--- src/design/kce_pkg.sv ---
// shared types and constants of the keyframe curve evaluator
`default_nettype none

package kce_pkg;

   localparam int KCE_KEYS = 64;
   localparam int KCE_KEY_WIDTH = 128;
   localparam logic [16:0] ONE_Q = 17'h10000;

   typedef enum logic [1:0] {
      OP_WRITE_KEY = 2'd0,
      OP_SET_TIME  = 2'd1,
      OP_TICK      = 2'd2,
      OP_EVAL      = 2'd3
   } op_type;

   typedef enum logic [0:0] {
      CSR_KEY_COUNT   = 1'b0,
      CSR_INTERP_MODE = 1'b1
   } csr_index_type;

   typedef struct packed {
      logic [1:0]         operation;
      logic signed [31:0] time_arg;
      logic [5:0]         key_slot;
      logic signed [31:0] key_level;
      logic signed [31:0] key_in_slope;
      logic signed [31:0] key_out_slope;
   } req_type;

   typedef struct packed {
      logic signed [31:0] curve_value;
      logic [16:0]        segment_progress;
   } rsp_type;

   typedef struct packed {
      logic signed [31:0] key_time;
      logic signed [31:0] key_level;
      logic signed [31:0] key_in_slope;
      logic signed [31:0] key_out_slope;
   } key_entry_type;

endpackage

`default_nettype wire

--- src/design/kce_div.sv ---
// serial divider, one quotient bit per cycle, numerator below denominator
`default_nettype none

module kce_div
   import kce_pkg::*;
(
   input  wire logic        clock,
   input  wire logic        reset,
   input  wire logic        start,
   input  wire logic [32:0] num,
   input  wire logic [32:0] den,
   output logic             done,
   output logic [15:0]      quotient
);

   logic        busy_ff, busy_in;
   logic        done_ff, done_in;
   logic [3:0]  cnt_ff, cnt_in;
   logic [32:0] rem_ff, rem_in;
   logic [32:0] den_ff, den_in;
   logic [15:0] q_ff, q_in;
   logic [33:0] r2;
   logic        ge;

   always_comb begin
      r2 = {rem_ff, 1'b0};
      ge = (r2 >= {1'b0, den_ff});
      busy_in = busy_ff;
      done_in = 1'b0;
      cnt_in = cnt_ff;
      rem_in = rem_ff;
      den_in = den_ff;
      q_in = q_ff;
      if (start) begin
         busy_in = 1'b1;
         cnt_in = 4'd0;
         rem_in = num;
         den_in = den;
      end else if (busy_ff) begin
         rem_in = ge ? 33'(r2 - {1'b0, den_ff}) : r2[32:0];
         q_in = {q_ff[14:0], ge};
         cnt_in = cnt_ff + 4'd1;
         if (cnt_ff == 4'd15) begin
            busy_in = 1'b0;
            done_in = 1'b1;
         end
      end
   end

   always_ff @(posedge clock) begin
      if (reset) begin
         busy_ff <= 1'b0;
         done_ff <= 1'b0;
      end else begin
         busy_ff <= busy_in;
         done_ff <= done_in;
      end
      cnt_ff <= cnt_in;
      rem_ff <= rem_in;
      den_ff <= den_in;
      q_ff <= q_in;
   end

   assign done = done_ff;
   assign quotient = q_ff;

endmodule

`default_nettype wire

--- config.mk ---
export PLATFORM = sky130hd
export DESIGN_NAME = kce_div
export DESIGN_NICKNAME = d
export VERILOG_FILES = /design/src/design/kce_pkg.sv /design/src/design/kce_div.sv
export SDC_FILE = /design/constraint.sdc
export NUM_CORES = 1
export LEC_CHECK = 0
export CAP_MARGIN = 0
export CORE_ASPECT_RATIO = 1.25
export CORE_MARGIN = 4
export CORE_UTILIZATION = 58
export CTS_BUF_LIST = sky130_fd_sc_hd__clkbuf_16
export DETAILED_ROUTE_END_ITERATION = 12
export DONT_BUFFER_PORTS = 1
export GPL_ROUTABILITY_DRIVEN = 0
export PLACE_DENSITY_LB_ADDON = 0.25
export SYNTH_ARGS = -nofsm -noshare
export SYNTH_HDL_FRONTEND = slang
export SYNTH_SLANG_ARGS = --single-unit
--- constraint.sdc ---
create_clock -name clock -period 2.95 [get_ports clock]
set_input_delay 0.1475 -clock clock [delete_from_list [all_inputs] [get_ports clock]]
set_output_delay 0.1475 -clock clock [all_outputs]
set_load 0.02 [all_outputs]
==> results.ini <==
[synth]
yosysMostFrequentCell = edfxtp_1
ys_top_cells_by_count = 82 x edfxtp_1, 49 x inv_1, 45 x a21oi_1
synth_top_cell_area_share = 0.452
syn_area_um2 = 5440
synth_ff_type = edfxtp_1
avgSynthCellArea_um2 = 10.4
yosysTopAreaCell = edfxtp_1
netlist_instances = 525
synthDistinctLibCells = 64
synth_area_leaders = edfxtp_1 45%, ha_1 7.8%, a21oi_1 4.1%
syn_nets = 629
synthArstFlopShare = 0
ys_ff_latch = 88
yosys_warnings = 0
ys_seq_area_frac = 0.474
synth-edff-count = 82

[floorplanning]
num_rows = 39
boundaryPins = 86
dieArea_um2 = 11000
fp.dieH_um = 116
initial_utilization = 0.593
core_um2 = 9170
die_w_um = 94.7

[final_layout]
area_growth_pct = 34.9
final_net_count = 735
multi_input_area_um2 = 3060
n_antenna_cell = 0
nFillCells = 540
fin_util = 0.801
seqCellArea_um2 = 2580
drive_above_1_share = 0.297

[clock_tree]
htree_levels = 3
clk_latency_ns = 0.35
cts_made_buffers = 9
clock-sinks = 88
tritoncts = yes
clk_pin_slew_ns = 0.07
ctsRootBufferMaster = clkbuf_16
clock_path_buffers = 2

[worst_hold_path]
whs_path_depth = 2
hp-class = in -> reg

[sta]
setup_slack_ns = -0.0695
slew_viol_final = 0
holdWs_ns = 0.00511
max_freq_mhz = 331
setup_viol = 9
rsz0062_at_grt = yes
tightest_slew_ns = 0.901
finalCritPeriodShare = 1.02
period_needed_ns = 3.02
skew_ns = 0.00834
hold_violations = 0
relSlewSlack = 0.400

[global_routing]
grt_max_degree = 63
track_usage = 0.274
grt_first_pass_wirelength_mm = 23.3
grt_pass1_vias = 4971
antenna_found_initial = 0
grt-ovfl-total = 0

[power]
vdd_drop_max_mv = 0.551
power.density_nw_per_um2 = 875
clock_power_share = 0.171
seqPwrFrac = 0.281
p_int_mw = 3.94
p_switching_mw = 2.49
power_switching_share = 0.387
power_leakage_nw = 2.95
p_comb_frac = 0.548

[worst_setup_path]
cp.arrival_ns = 3.21
end_kind = register
path_buf_inv = 1
path_max_fanout = 5
critPathLaunchType = register
path_delay_family = simple AND/OR/NAND/NOR gates
critical_path.max_stage_delay_ns = 0.46
path_class = reg -> reg
cp.required_ns = 3.14
path_cells = ha_4 -> nand2_4 -> nor4_4 -> and4_1 -> a22o_4 -> nor2_2 -> o41a_4 -> buf_8 -> or3_1 -> a32oi_1
ff2ff_path_depth = 10
path_depth = 10
critPathSlowestCell = o41a_4

[drt]
drtIter0Drc = 361
vias = 4761
drc = 0
wirelength_mm = 15.5
drtAntennaViolNets = 0
drtPass1Iterations = 4
routed_via_density = 6.27
wire_per_inst_um = 20.4

[placement]
hpwl_mm = 8.89
dp_slack_ns = -0.265
portBuffers = 0

[status]
status = finished with violations
violations = setup timing

[run]
drv_cap = 0

## logic make-up after synthesis
kind of cell	share of synthesized area
XOR/XNOR	0.0386
AO/OA/AOI/OAI	0.174
buffers and inverters	0.0545
adder cells (fa/ha/maj)	0.0818
AND/OR/NAND/NOR	0.132
multiplexers	0.0444
flip-flops	0.474
## stage by stage
step / area (um2) / cells / TNS (ns) / power (mW)
after floorplan: 5440 / 525 / 0 / 3.55
after global placement: 5870 / 679 / -2.48 / 4.17
after detailed placement: 5870 / 679 / -4.60 / 4.27
after CTS: 6940 / 747 / -0.197 / 5.85
after global routing: 7340 / 759 / -3.59 / 6.76
final: 7340 / 759 / -0.215 / 6.43
## placed cells by master (no fill, tap or decap), drive strengths merged, types with 15 or more instances in the layout
cell         Yosys  final
xnor2           15     15
nor2            43     43
ha              34     34
mux2            17     17
buf             12     79
a21oi           45     45
o21ai           29     29
edfxtp          82     82
dlygate4sd3      0     36
nand2           40     40
a21o            16     16
inv             50     53
## worst paths after layout
| check | start | slack (ns) | to |
|---|---|---|---|
| setup / recovery | rem_ff[13]$_DFFE_PP_ | -0.07 | rem_ff[16]$_DFFE_PP_ |
| hold reg to reg | cnt_ff[3]$_SDFFE_PP0P_ | 0.51 | done$_SDFF_PP0_ |
| hold / removal | num[31] | 0.005 | rem_ff[31]$_DFFE_PP_ |
| setup reg to reg | rem_ff[13]$_DFFE_PP_ | -0.07 | rem_ff[16]$_DFFE_PP_ |
## flip-flops by register name, indices dropped and copies added, names as in the netlist
| name | cells |
|---|---|
| den_ff | 33 |
| rem_ff | 33 |
| done | 1 |
| cnt_ff | 4 |
| quotient | 16 |
| busy_ff | 1 |
## what timing repair did
| item | CTS | global route |
|---|---|---|
| setup buffers | 14 | 12 |
| pin swaps | 23 | 36 |
| cloned | 1 | 0 |
| gates resized for setup | 50 | 62 |
| endpoints found under the setup margin | 31 | 32 |
| hold buffers | 37 | 0 |
| hold endpoints to repair | 73 | 0 |
## metal layers
metal  vias up  track usage  routed length, um
met5         -            0                  0
met4         0        0.173                850
met3        89       0.0593               1120
met2       285        0.488               8000
met1      2241        0.292               5490
li1       2146            -                  -
## power groups by stage
stage	clock network (mW)	registers, mW	logic [mW]
floorplan	0	1.74	1.80
global placement	0	1.77	2.40
detailed placement	0	1.78	2.49
CTS	1.10	1.77	2.97
finish	1.10	1.80	3.53
global route	1.16	1.82	3.78
## layout make-up
type | instances | area share
multi-input cells | 367 | 0.417
flip-flops and latches | 88 | 0.352
repair buffers | 115 | 0.143
clock buffers | 9 | 0.0307
inverters | 50 | 0.0291
well taps | 123 | 0.0210
clock inverters | 7 | 0.00716
No activity file was read; power rests on OpenSTA's default activity.
